File: config.mk
export PLATFORM = sky130hd
export DESIGN_NAME = shsp_ctrl
export DESIGN_NICKNAME = d
export VERILOG_FILES = /design/src/rtl/core/shsp_pkg.sv /design/src/rtl/core/shsp_ctrl.sv
export SDC_FILE = /design/constraint.sdc
export NUM_CORES = 1
export LEC_CHECK = 0
export BUFFER_PORTS_ARGS = -buffer_cell sky130_fd_sc_hd__buf_2
export CORE_AREA = 2 2 39 41
export CTS_BUF_LIST = sky130_fd_sc_hd__clkbuf_4 sky130_fd_sc_hd__clkbuf_8
export DETAILED_ROUTE_END_ITERATION = 16
export DIE_AREA = 0 0 41 43
export PLACE_DENSITY = 0.43
export SLEW_MARGIN = 5
export SYNTH_ARGS = -nofsm -noshare
export SYNTH_HDL_FRONTEND = slang
export SYNTH_SLANG_ARGS = --single-unit
File: constraint.sdc
create_clock -name clock -period 1.5 [get_ports clock]
set_clock_uncertainty 0.2 [all_clocks]
set_input_delay 0.15 -clock clock [delete_from_list [all_inputs] [get_ports clock]]
set_output_delay 0.15 -clock clock [all_outputs]
set_load 0.02 [all_outputs]
File: src/rtl/core/shsp_pkg.sv
package shsp_pkg;

   localparam int Columns   = 1024;
   localparam int Tables    = 2;
   localparam int KeyBits   = 32;
   localparam int ColBits   = $clog2(Columns);
   localparam int TblBits   = (Tables > 1) ? $clog2(Tables) : 1;
   localparam int SlotBits  = $clog2(Tables * Columns);
   localparam int CfgBits   = 11;
   localparam int CountBits = 12;
   localparam logic [CfgBits-1:0] ColumnCountReset = 11'd1021;
   localparam logic [CountBits-1:0] CountMax = 12'd4095;

   localparam logic CmdAdd   = 1'b0;
   localparam logic CmdQuery = 1'b1;

   typedef struct packed {
      logic               command;
      logic [KeyBits-1:0] key;
   } req_type;

   typedef struct packed {
      logic was_present;
      logic stored_new;
      logic table_full;
   } rsp_type;

   typedef enum logic [3:0] {
      ST_CLEAR,
      ST_IDLE,
      ST_MOD,
      ST_READ,
      ST_WAIT,
      ST_CHECK,
      ST_WRITE,
      ST_DONE
   } state_type;

   // controller -> datapath
   typedef struct packed {
      logic clear_step;
      logic load;
      logic mod_step;
      logic read;
      logic check;
      logic next_slot;
      logic write;
      logic finish;
   } cmd_type;

   // datapath -> controller
   typedef struct packed {
      logic clear_done;
      logic zero_key;
      logic mod_done;
      logic hit;
      logic empty;
      logic exhausted;
      logic is_add;
   } stat_type;

endpackage

File: src/rtl/core/shsp_ctrl.sv
module shsp_ctrl (
   input  logic                clock,
   input  logic                reset,
   input  logic                start,
   input  shsp_pkg::stat_type  stat,
   output shsp_pkg::cmd_type   cmd,
   output logic                busy
);

   shsp_pkg::state_type state_ff, state_in;

   always_ff @(posedge clock) begin
      if (reset) begin
         state_ff <= shsp_pkg::ST_CLEAR;
      end else begin
         state_ff <= state_in;
      end
   end

   always_comb begin
      state_in = state_ff;
      case (state_ff)
         shsp_pkg::ST_CLEAR: begin
            if (stat.clear_done) state_in = shsp_pkg::ST_IDLE;
         end
         shsp_pkg::ST_IDLE: begin
            if (start) state_in = shsp_pkg::ST_MOD;
         end
         shsp_pkg::ST_MOD: begin
            if (stat.zero_key) state_in = shsp_pkg::ST_DONE;
            else if (stat.mod_done) state_in = shsp_pkg::ST_READ;
         end
         shsp_pkg::ST_READ:  state_in = shsp_pkg::ST_WAIT;
         shsp_pkg::ST_WAIT:  state_in = shsp_pkg::ST_CHECK;
         shsp_pkg::ST_CHECK: begin
            if (stat.hit) state_in = shsp_pkg::ST_DONE;
            else if (stat.empty) begin
               state_in = stat.is_add ? shsp_pkg::ST_WRITE : shsp_pkg::ST_DONE;
            end else if (stat.exhausted) state_in = shsp_pkg::ST_DONE;
            else state_in = shsp_pkg::ST_READ;
         end
         shsp_pkg::ST_WRITE: state_in = shsp_pkg::ST_DONE;
         shsp_pkg::ST_DONE:  state_in = shsp_pkg::ST_IDLE;
         default:            state_in = shsp_pkg::ST_IDLE;
      endcase
   end

   always_comb begin
      cmd  = '0;
      busy = 1'b1;
      case (state_ff)
         shsp_pkg::ST_CLEAR: cmd.clear_step = 1'b1;
         shsp_pkg::ST_IDLE: begin
            busy     = 1'b0;
            cmd.load = start;
         end
         shsp_pkg::ST_MOD:   cmd.mod_step = 1'b1;
         shsp_pkg::ST_READ:  cmd.read = 1'b1;
         shsp_pkg::ST_WAIT:  ;
         shsp_pkg::ST_CHECK: begin
            cmd.check     = 1'b1;
            cmd.next_slot = !stat.hit && !stat.empty && !stat.exhausted;
         end
         shsp_pkg::ST_WRITE: cmd.write = 1'b1;
         shsp_pkg::ST_DONE:  cmd.finish = 1'b1;
         default:            ;
      endcase
   end

endmodule

==> results of run 1 <==
[metrics by stage]
| stage | setup TNS, ns | setup WS, ns | hold slack [ns] | total power [mW] | std cells |
|---|---|---|---|---|---|
| after global routing | -0.1095 | -0.03376 | 0.05593 | 0.4238 | 74 |
| after global placement | 0 | 0.1121 | 0.1624 | 0.2205 | 67 |
| after CTS | -0.005917 | -0.005917 | 0.05163 | 0.3924 | 72 |
| final | 0 | 0.009438 | 0.05772 | 0.3986 | 74 |
| after floorplan | 0 | 0.04351 | 0.01886 | 0.1789 | 33 |
| after detailed placement | 0 | 0.1071 | 0.1520 | 0.2210 | 67 |
[cells in the final DEF, fill, tap and decap left out, types with 2 or more instances in the layout]
cell type / synthesis / layout
buf_2: 1 / 14
nor2_1: 5 / 5
dfxtp_2: 0 / 2
buf_6: 1 / 3
a21oi_1: 2 / 2
nand2_1: 2 / 2
nor3_1: 3 / 3
buf_4: 0 / 6
clkbuf_4: 0 / 4
[final timing paths]
path | depth (start not counted) | start | slack (ns) | endpoint
max | 3 | state_ff[1] | 0.009 | cmd[3]
min reg2reg | 2 | state_ff[0] | 0.38 | state_ff[1]
min | 3 | stat[4] | 0.06 | state_ff[0]
max reg2reg | 3 | state_ff[2] | 0.16 | state_ff[0]
[report_power, final]
group | internal, mW | total, mW | switching, mW
registers | 0.0899 | 0.108 | 0.0186
clock network | 0.118 | 0.158 | 0.0403
logic | 0.0672 | 0.132 | 0.0650
total | 0.275 | 0.399 | 0.124
[logic make-up (layout without fill, tap and decap cells)]
| kind of cell | after synthesis | in the layout | synth area share |
|---|---|---|---|
| flops | 3 | 3 | 0.2400 |
| buf+inv | 4 | 29 | 0.09495 |
| simple gates | 19 | 19 | 0.4251 |
| compound gates | 7 | 7 | 0.2400 |
[critical path: cells and delay by family, from the launching register on]
kind / cells / cell delay, ns
DFF: 1 / 0.38
buffers and inverters: 1 / 0.13
and+or+nand+nor: 2 / 0.41
[per-layer routing]
layer	GRT usage	up-vias	share of wire
li1	-	167	-
met1	0.1118	128	0.50
met2	0.1031	15	0.40
met3	0.03141	0	0.089
met4	0.04000	0	0
met5	0	-	0
[area by class of cell]
class / instances / area, sq um / area share
Multi-Input combinational cell: 26 / 183.9 / 0.3973
Tap cell: 16 / 20.02 / 0.04324
Inverter: 1 / 3.754 / 0.008108
Clock buffer: 4 / 30.03 / 0.06486
Sequential cell: 3 / 66.31 / 0.1432
Timing Repair Buffer: 24 / 158.9 / 0.3432
[timing repair]
item	4_1_cts	5_1_grt
pin swaps	0	1
hold buffers	1	0
endpoints found under the hold margin	3	0
setup endpoints to repair	8	4
resized for setup	6	8
setup buffers	0	2
==> flow_metrics.tcl, run 1 <==
set metrics [dict create \
    synth_top_cell_by_area "dfxtp_1" \
    cpPeakStageDelay_ns 0.38 \
    async_flop_share 0 \
    critPathSlowestCell "dfxtp_4" \
    start_util 0.1808 \
    antenna_left 0 \
    rows 14 \
    relSlewSlack 0.7728 \
    crit_type "register to output pin" \
    clk_path_buf_depth 2 \
    ir_worst_vdd_v 0.0003816 \
    cts_tree "built" \
    routed_wirelength_microns 727 \
    numCtsBuffers 3 \
    vias 310 \
    die_w_microns 41 \
    areaGrowthSynthToFinish_pct 85.00 \
    reg_top3 "state_ff (3)" \
    status "completed" \
    dp.final_hpwl_microns 533.9 \
    synth_commonest_cells "nor2_1 (5), dfxtp_1 (3), nor3_1 (3)" \
    routed_via_density 4.189 \
    worstMarginPinSlew_ns 0.3377 \
    synth-edff-count 0 \
    core_sq_um 1384 \
    wl_per_cell_microns 9.824 \
    clkTransAtPathRegs_ns 0.04 \
    drc 0 \
    p_leak_nw 0.2341 \
    ys_top_cells_by_area "dfxtp_1 (24%), nor2_1 (7.5%), nor3_1 (6.0%)" \
    required_ns 1.15 \
    synth.distinct_cells 22 \
    synth_area_sq_um 250.2 \
    ys_warn_count 0 \
    port_buffers 18 \
    finalSetupViolations 0 \
    fin_nets 69 \
    power_density_nw_per_um2 861.0 \
    syn_inst 33 \
    hp-class "primary input to register" \
    dpl_cell_area_sq_um 367.9 \
    grt_pass1_vias 232 \
    largest-register "state_ff" \
    antenna_found_initial 0 \
    worst-path-max-fanout 8 \
    die-area_sq_um 1763 \
    largest_reg_flops 3 \
    gp_congestion 0.6937 \
    grt_max_degree 14 \
    layout-drive-gt1-share 0.6034 \
    synthFlopType "dfxtp_1" \
    root_buffer "clkbuf_4" \
    h-tree-depth 1 \
    synth_top_area_share 0.2400 \
    hold_viol 0 \
    rsz0062_at_grt "yes" \
    yosysSeqAreaShare 0.2400 \
    final_cell_area_sq_um 462.9 \
    finalCoreUtilization 0.3345 \
    endpoint_kind "output pin" \
    synth.ff_latch_count 3 \
    fin_crit_ns 1.491 \
    grt_pass1_wl_microns 959 \
    synth_area_per_cell_sq_um 7.583 \
    die_y_microns 43 \
    cp.arrival_ns 1.14 \
    cts_sinks 3 \
    synthesis.nets 43 \
    clk_latency_ns 0.23 \
    cp-start-kind "register" \
    finalMaxSlewViolations 0 \
    yosysMostFrequentCell "nor2_1" \
    drt_iter0_markers 3 \
    track_usage 0.08016 \
    first_pass_iters 2 \
    path_cells "and2b_2, and2_1, buf_6" \
    fill_cells 159 \
    n_antenna_cell 0 \
    cap_violations 0 \
    io-pin-count 19 \
    period_share 0.9937 \
    fmax_mhz 670.9 \
    gr-total-overflow 0 \
]
Note: power is estimated with default switching activity, not from simulation.
==> run 2, diff against run 1 <==
--- a/config.mk
+++ b/config.mk
@@ -5,12 +5,14 @@
 export SDC_FILE = /design/constraint.sdc
 export NUM_CORES = 1
 export LEC_CHECK = 0
+export ABC_AREA = 1
 export BUFFER_PORTS_ARGS = -buffer_cell sky130_fd_sc_hd__buf_2
 export CORE_AREA = 2 2 39 41
 export CTS_BUF_LIST = sky130_fd_sc_hd__clkbuf_4 sky130_fd_sc_hd__clkbuf_8
 export DETAILED_ROUTE_END_ITERATION = 16
 export DIE_AREA = 0 0 41 43
-export PLACE_DENSITY = 0.43
+export PLACE_DENSITY = 0.45
+export SETUP_SLACK_MARGIN = 0.1
 export SLEW_MARGIN = 5
 export SYNTH_ARGS = -nofsm -noshare
 export SYNTH_HDL_FRONTEND = slang
==> run 2 against run 1 <==
Compared with the run above:
- clock power barely moved
- setup slack improved by 0.024 ns
- sequential share of layout area fell by 0.44 points
- area after synthesis rose by 10%
- critical path depth rose by 2
- total power rose by 120%
- fmax rose by 1.7%
- worst hold slack improved by 0.062 ns
- synthesized cell count rose by 39%
- non-clock buffer count did not move
- global-route usage rose by 1.8 points
- wire length rose by 5.2%
- critical path type unchanged
- critical endpoint is now cmd[2]
==> flow_metrics.tcl, run 2 <==
set metrics [dict create \
    clkTransAtPathRegs_ns 0.04 \
    core_sq_um 1384 \
    layout_common_cells "nor2_1 (13), buf_2 (13), buf_4 (8)" \
    reg2reg_from "state_ff[0]" \
    worst_r2r_path_depth 7 \
    gp_congestion 0.7583 \
    n_antenna_cell 0 \
    largest-register "state_ff" \
    syn_inst 46 \
    drc 0 \
    antenna_left 0 \
    ir_worst_vdd_v 0.0006718 \
    synth_top_cell_by_area "dfxtp_1" \
    drt_iter0_markers 3 \
    die_y_microns 43 \
    synth-edff-count 0 \
    dp_cells 80 \
    reg_top3 "state_ff (3)" \
    async_flop_share 0 \
    largest_reg_flops 3 \
    hold_slack_ns 0.1197 \
    synthesis.nets 56 \
    die_w_microns 41 \
    yosysMostFrequentCell "nor2_1" \
    finalMaxSlewViolations 0 \
    p_leak_nw 0.2638 \
    root_buffer "clkbuf_4" \
    relSlewSlack 0.8953 \
    rsz0062_at_grt "yes" \
    numCtsBuffers 3 \
    cts_tree "built" \
    port_buffers 18 \
    routed_wirelength_microns 765 \
    synth_area_sq_um 275.3 \
    synth.distinct_cells 14 \
    gr-total-overflow 0 \
    tns_ns 0 \
    hold_depth 5 \
    antenna_found_initial 0 \
    io-pin-count 19 \
    cts_sinks 3 \
    clk_latency_ns 0.23 \
    dp.final_hpwl_microns 605.8 \
    hp-class "primary input to register" \
    fin_crit_ns 1.466 \
    track_usage 0.09839 \
    cp-start-kind "register" \
    period_share 0.9774 \
    power_density_nw_per_um2 1798 \
    required_ns 1.15 \
    finalCoreUtilization 0.3580 \
    die-area_sq_um 1763 \
    clk_path_buf_depth 2 \
    worstMarginPinSlew_ns 0.1566 \
    finalSetupViolations 0 \
    min_to "state_ff[0]" \
    fmax_mhz 682.1 \
    ys_top_cells_by_area "dfxtp_1 (22%), nor2_1 (19%), nand3_1 (9.1%)" \
    synth_commonest_cells "nor2_1 (14), inv_1 (5), nand2_1 (5), nand3_1 (5)" \
    endpoint_kind "output pin" \
    layout-drive-gt1-share 0.5541 \
    rrSetupSlack_ns 0.15 \
    wl_per_cell_microns 8.500 \
    hold_viol 0 \
    synth.ff_latch_count 3 \
    fill_cells 152 \
    routed_via_density 4.089 \
    first_pass_iters 4 \
    finalNonFillerCells 90 \
    status "completed" \
    synth_top_area_share 0.2182 \
    cp.arrival_ns 1.12 \
    cap_violations 0 \
    hp-start "stat[3]" \
    rows 14 \
    crit_type "register to output pin" \
    worst-path-max-fanout 6 \
    rr_endpoint "state_ff[2]" \
    areaGrowthSynthToFinish_pct 80.00 \
    grt_pass1_wl_mm 1.152 \
    grt_pass1_vias 303 \
    yosysSeqAreaShare 0.2182 \
    fin_nets 85 \
    start_util 0.1989 \
    ys_warn_count 0 \
    vias 368 \
    synthFlopType "dfxtp_1" \
    grt_max_degree 9 \
    h-tree-depth 1 \
    synth_area_per_cell_sq_um 5.984 \
]
## run 2: cell type report
class / instances / area (sq um) / area share
clock buffers: 4 / 30.03 / 0.06061
inverters: 8 / 32.53 / 0.06566
multi-input cells: 35 / 187.7 / 0.3788
flip-flops and latches: 3 / 68.82 / 0.1389
well taps: 16 / 20.02 / 0.04040
repair buffers: 24 / 156.4 / 0.3157
## run 2: worst max-delay path, stage by stage, from the launching register on
cell,delay [ns]
dfxtp_4,0.38
inv_4,0.04
nor2_4,0.11
nand3b_1,0.11
nor2_1,0.10
buf_4,0.14
## run 2: worst max path at each step
stage,startpoint,to,cells past startpoint
finish,state_ff[0],cmd[2],5
floorplan,state_ff[0],cmd[6],4
global route,state_ff[0],cmd[2],5
global placement,state_ff[0],cmd[2],5
detailed placement,state_ff[0],cmd[2],5
CTS,state_ff[0],cmd[2],5
## run 2: kinds of logic after synthesis
group	Yosys count	synth area share
buf+inv	8	0.1091
flops	3	0.2182
compound gates	2	0.04999
simple gates	33	0.6227
## run 2: timing repair
item                                    CTS  global route
endpoints found under the hold margin     1             0
hold buffers                              2             0
buffers inserted                          2             2
resized for setup                        12             1
endpoints found under the setup margin    8             6
pin swaps                                 2             2
## run 2: routing by layer
metal,GRT usage,part of all wire,vias up
li1,-,-,199
met1,0.1158,0.41,148
met2,0.1469,0.48,21
met3,0.01571,0.10,0
met4,0.08000,0,0
met5,0,0,-
## run 2: through the flow
| stage | power, mW | instance area (sq um) | worst slack [ns] |
|---|---|---|---|
| floorplan | 0.5186 | 277.8 | 0.1225 |
| global placement | 0.6459 | 387.9 | 0.1543 |
| detailed placement | 0.6432 | 387.9 | 0.1320 |
| CTS | 0.8787 | 478.0 | 0.009762 |
| global route | 0.9756 | 495.5 | -0.02233 |
| finish | 0.8908 | 495.5 | 0.03387 |
## run 2: power breakdown
part | total (mW) | internal (mW) | switching, mW | leakage (nW)
Clock | 0.159 | 0.118 | 0.0414 | 0.0184
Combinational | 0.527 | 0.221 | 0.306 | 0.219
Sequential | 0.205 | 0.132 | 0.0727 | 0.0264
Total | 0.891 | 0.471 | 0.420 | 0.264
==> run 3, diff against run 2 <==
--- a/config.mk
+++ b/config.mk
@@ -11,7 +11,8 @@
 export CTS_BUF_LIST = sky130_fd_sc_hd__clkbuf_4 sky130_fd_sc_hd__clkbuf_8
 export DETAILED_ROUTE_END_ITERATION = 16
 export DIE_AREA = 0 0 41 43
-export PLACE_DENSITY = 0.45
+export GPL_TIMING_DRIVEN = 0
+export PLACE_DENSITY = 0.46
 export SETUP_SLACK_MARGIN = 0.1
 export SLEW_MARGIN = 5
 export SYNTH_ARGS = -nofsm -noshare
==> constraint.sdc (replaced) <==
create_clock -name clock -period 1.3 [get_ports clock]
set_clock_uncertainty 0.2 [all_clocks]
set_input_delay 0.13 -clock clock [delete_from_list [all_inputs] [get_ports clock]]
set_output_delay 0.13 -clock clock [all_outputs]
set_load 0.02 [all_outputs]
==> run 3 against run 2 <==
Compared with the run above:
- the run now ends with setup timing left
- clock-buffer cell count unchanged
- design area is 20% higher
- sequential share of layout area fell by 2.3 points
- total power rose by 41%
- largest power group unchanged
- worst hold slack improved by 0.010 ns
- combinational power up 60%
- die area did not move
- first-iteration DRC count rose by 33%
- utilization increased by 7.2 points
==> flow_metrics.tcl, run 3 (synthesized netlist as in run 2, its figures left out) <==
set metrics [dict create \
    p_seq_frac 0.183 \
    path_cells "buf_4, nor2_4, inv_2, nor2_2, buf_4" \
    grt_max_degree 9 \
    power_mw 1.256 \
    finalSetupViolations 9 \
    comb_power_share 0.671 \
    routed_via_density 4.223 \
    violations "setup timing" \
    rsz0062_at_grt "yes" \
    cts_tree "built" \
    required_ns 0.97 \
    numCtsBuffers 3 \
    h-tree-depth 1 \
    cap_violations 0 \
    clk_path_buf_depth 2 \
    worstMarginPinSlew_ns 0.1948 \
    core_sq_um 1384 \
    port_buffers 18 \
    layout_common_cells "buf_4 (11), nor2_1 (10), buf_2 (10)" \
    antenna_found_initial 0 \
    root_buffer "clkbuf_4" \
    endpoint_kind "output pin" \
    n_antenna_cell 0 \
    multi_input_area_sq_um 235.2 \
    die_w_microns 41 \
    antenna_left 0 \
    routed_wirelength_microns 803 \
    fmax_mhz 687.6 \
    status "finished with violations" \
    post-route-worst-setup-slack_ns -0.1543 \
    cp.arrival_ns 1.12 \
    met2_usage 0.1625 \
    worst-path-max-fanout 5 \
    final_common_cell "buf_4" \
    critPathLaunch "state_ff[0]" \
    drc 0 \
    cpPeakStageDelay_ns 0.35 \
    worst_r2r_path_depth 7 \
    relSlewSlack 0.8699 \
    dp_cells 80 \
    hp-start "stat[3]" \
    grt_util_met1 0.1222 \
    layout-drive-gt1-share 0.6667 \
    hold_depth 5 \
    finalMaxSlewViolations 0 \
    gp_congestion 0.6856 \
    internal_power_mw 0.6856 \
    finalNonFillerCells 94 \
    clkTransAtPathRegs_ns 0.04 \
    gr-total-overflow 0 \
    reg2reg_from "state_ff[0]" \
    largest_reg_flops 3 \
    final_cell_area_sq_um 595.6 \
    grt_pass1_vias 348 \
    critPathSlowestCell "dfxtp_4" \
    die_y_microns 43 \
    p_leak_nw 0.2940 \
    track_usage 0.1124 \
    fill_cells 146 \
    dp.final_hpwl_microns 590.4 \
    regArea_sq_um 68.82 \
    crit_type "register to output pin" \
    period_share 1.119 \
    drt_iter0_markers 4 \
    rows 14 \
    power_density_nw_per_um2 2108 \
    clk_latency_ns 0.23 \
    ir_worst_vdd_v 0.0009604 \
    start_util 0.1989 \
    hold_viol 0 \
    cp-start-kind "register" \
    grt_pass1_wl_mm 1.276 \
    vias 397 \
    grt_busiest_layer "met2" \
    first_pass_iters 2 \
    fin_nets 89 \
    areaGrowthSynthToFinish_pct 116.4 \
    power_frac_clock 0.146 \
    p_switching_mw 0.5701 \
    die-area_sq_um 1763 \
    cpMostUsedCell "buf_4" \
    wl_per_cell_microns 8.543 \
    cts_sinks 3 \
    reg_top3 "state_ff (3)" \
    sw_frac_of_total 0.4540 \
    hp-class "primary input to register" \
    grtUsageMet3 0.03141 \
    fin_crit_ns 1.454 \
    largest-register "state_ff" \
    dpl_cell_area_sq_um 410.4 \
    io-pin-count 19 \
]
run 3: critical path: cells and delay by family (launching register included):
| family | cells | cell delay, ns |
|---|---|---|
| AND/OR/NAND/NOR | 2 | 0.18 |
| buffers and inverters | 3 | 0.36 |
| flip-flops | 1 | 0.35 |
run 3: power by group through the flow:
stage                     clock network, mW  registers, mW  logic [mW]
after CTS                             0.195          0.224       0.790
after floorplan                           0          0.203       0.435
final                                 0.183          0.230       0.843
after detailed placement                  0          0.222       0.563
after global routing                  0.211          0.239       0.927
after global placement                    0          0.222       0.561
run 3: worst paths after layout:
path,to,slack [ns]
setup reg to reg,state_ff[2],0
hold reg to reg,state_ff[2],0.47
setup / recovery,cmd[1],-0.15
hold / removal,state_ff[0],0.13
run 3: cell type report:
cell class / count / share of cell area
Tap cell: 16 / 0.03361
Timing Repair Buffer: 28 / 0.3508
Sequential cell: 3 / 0.1155
Multi-Input combinational cell: 35 / 0.3950
Inverter: 8 / 0.05462
Clock buffer: 4 / 0.05042
run 3: what timing repair did:
action                                  4_1_cts  5_1_grt
endpoints found under the setup margin       12       12
hold buffers                                  2        0
gates cloned                                  0        0
buffers inserted                              8        1
gates resized for setup                      18        5
endpoints found under the hold margin         3        0
pin swaps                                     4        2
run 3: routing by layer:
metal  wire, microns  part of all wire  up-vias
met3              36             0.045        0
met4               0                 0        0
met1             338              0.42      176
met2             428              0.53       11
met5               0                 0        -
li1                -                 -      210
run 3: metrics by stage:
stage / hold slack [ns] / util / setup TNS (ns) / setup slack, ns
2_1_floorplan: -0.007556 / - / 0 / 0.07684
3_3_place_gp: 0.1140 / 0.2966 / -0.1696 / -0.08599
3_5_place_dp: 0.1115 / 0.2966 / -0.2019 / -0.1004
4_1_cts: 0.1192 / 0.4141 / -1.158 / -0.1664
5_1_grt: 0.1543 / 0.4304 / -1.843 / -0.2191
6_report: 0.1298 / 0.4304 / -0.9927 / -0.1543
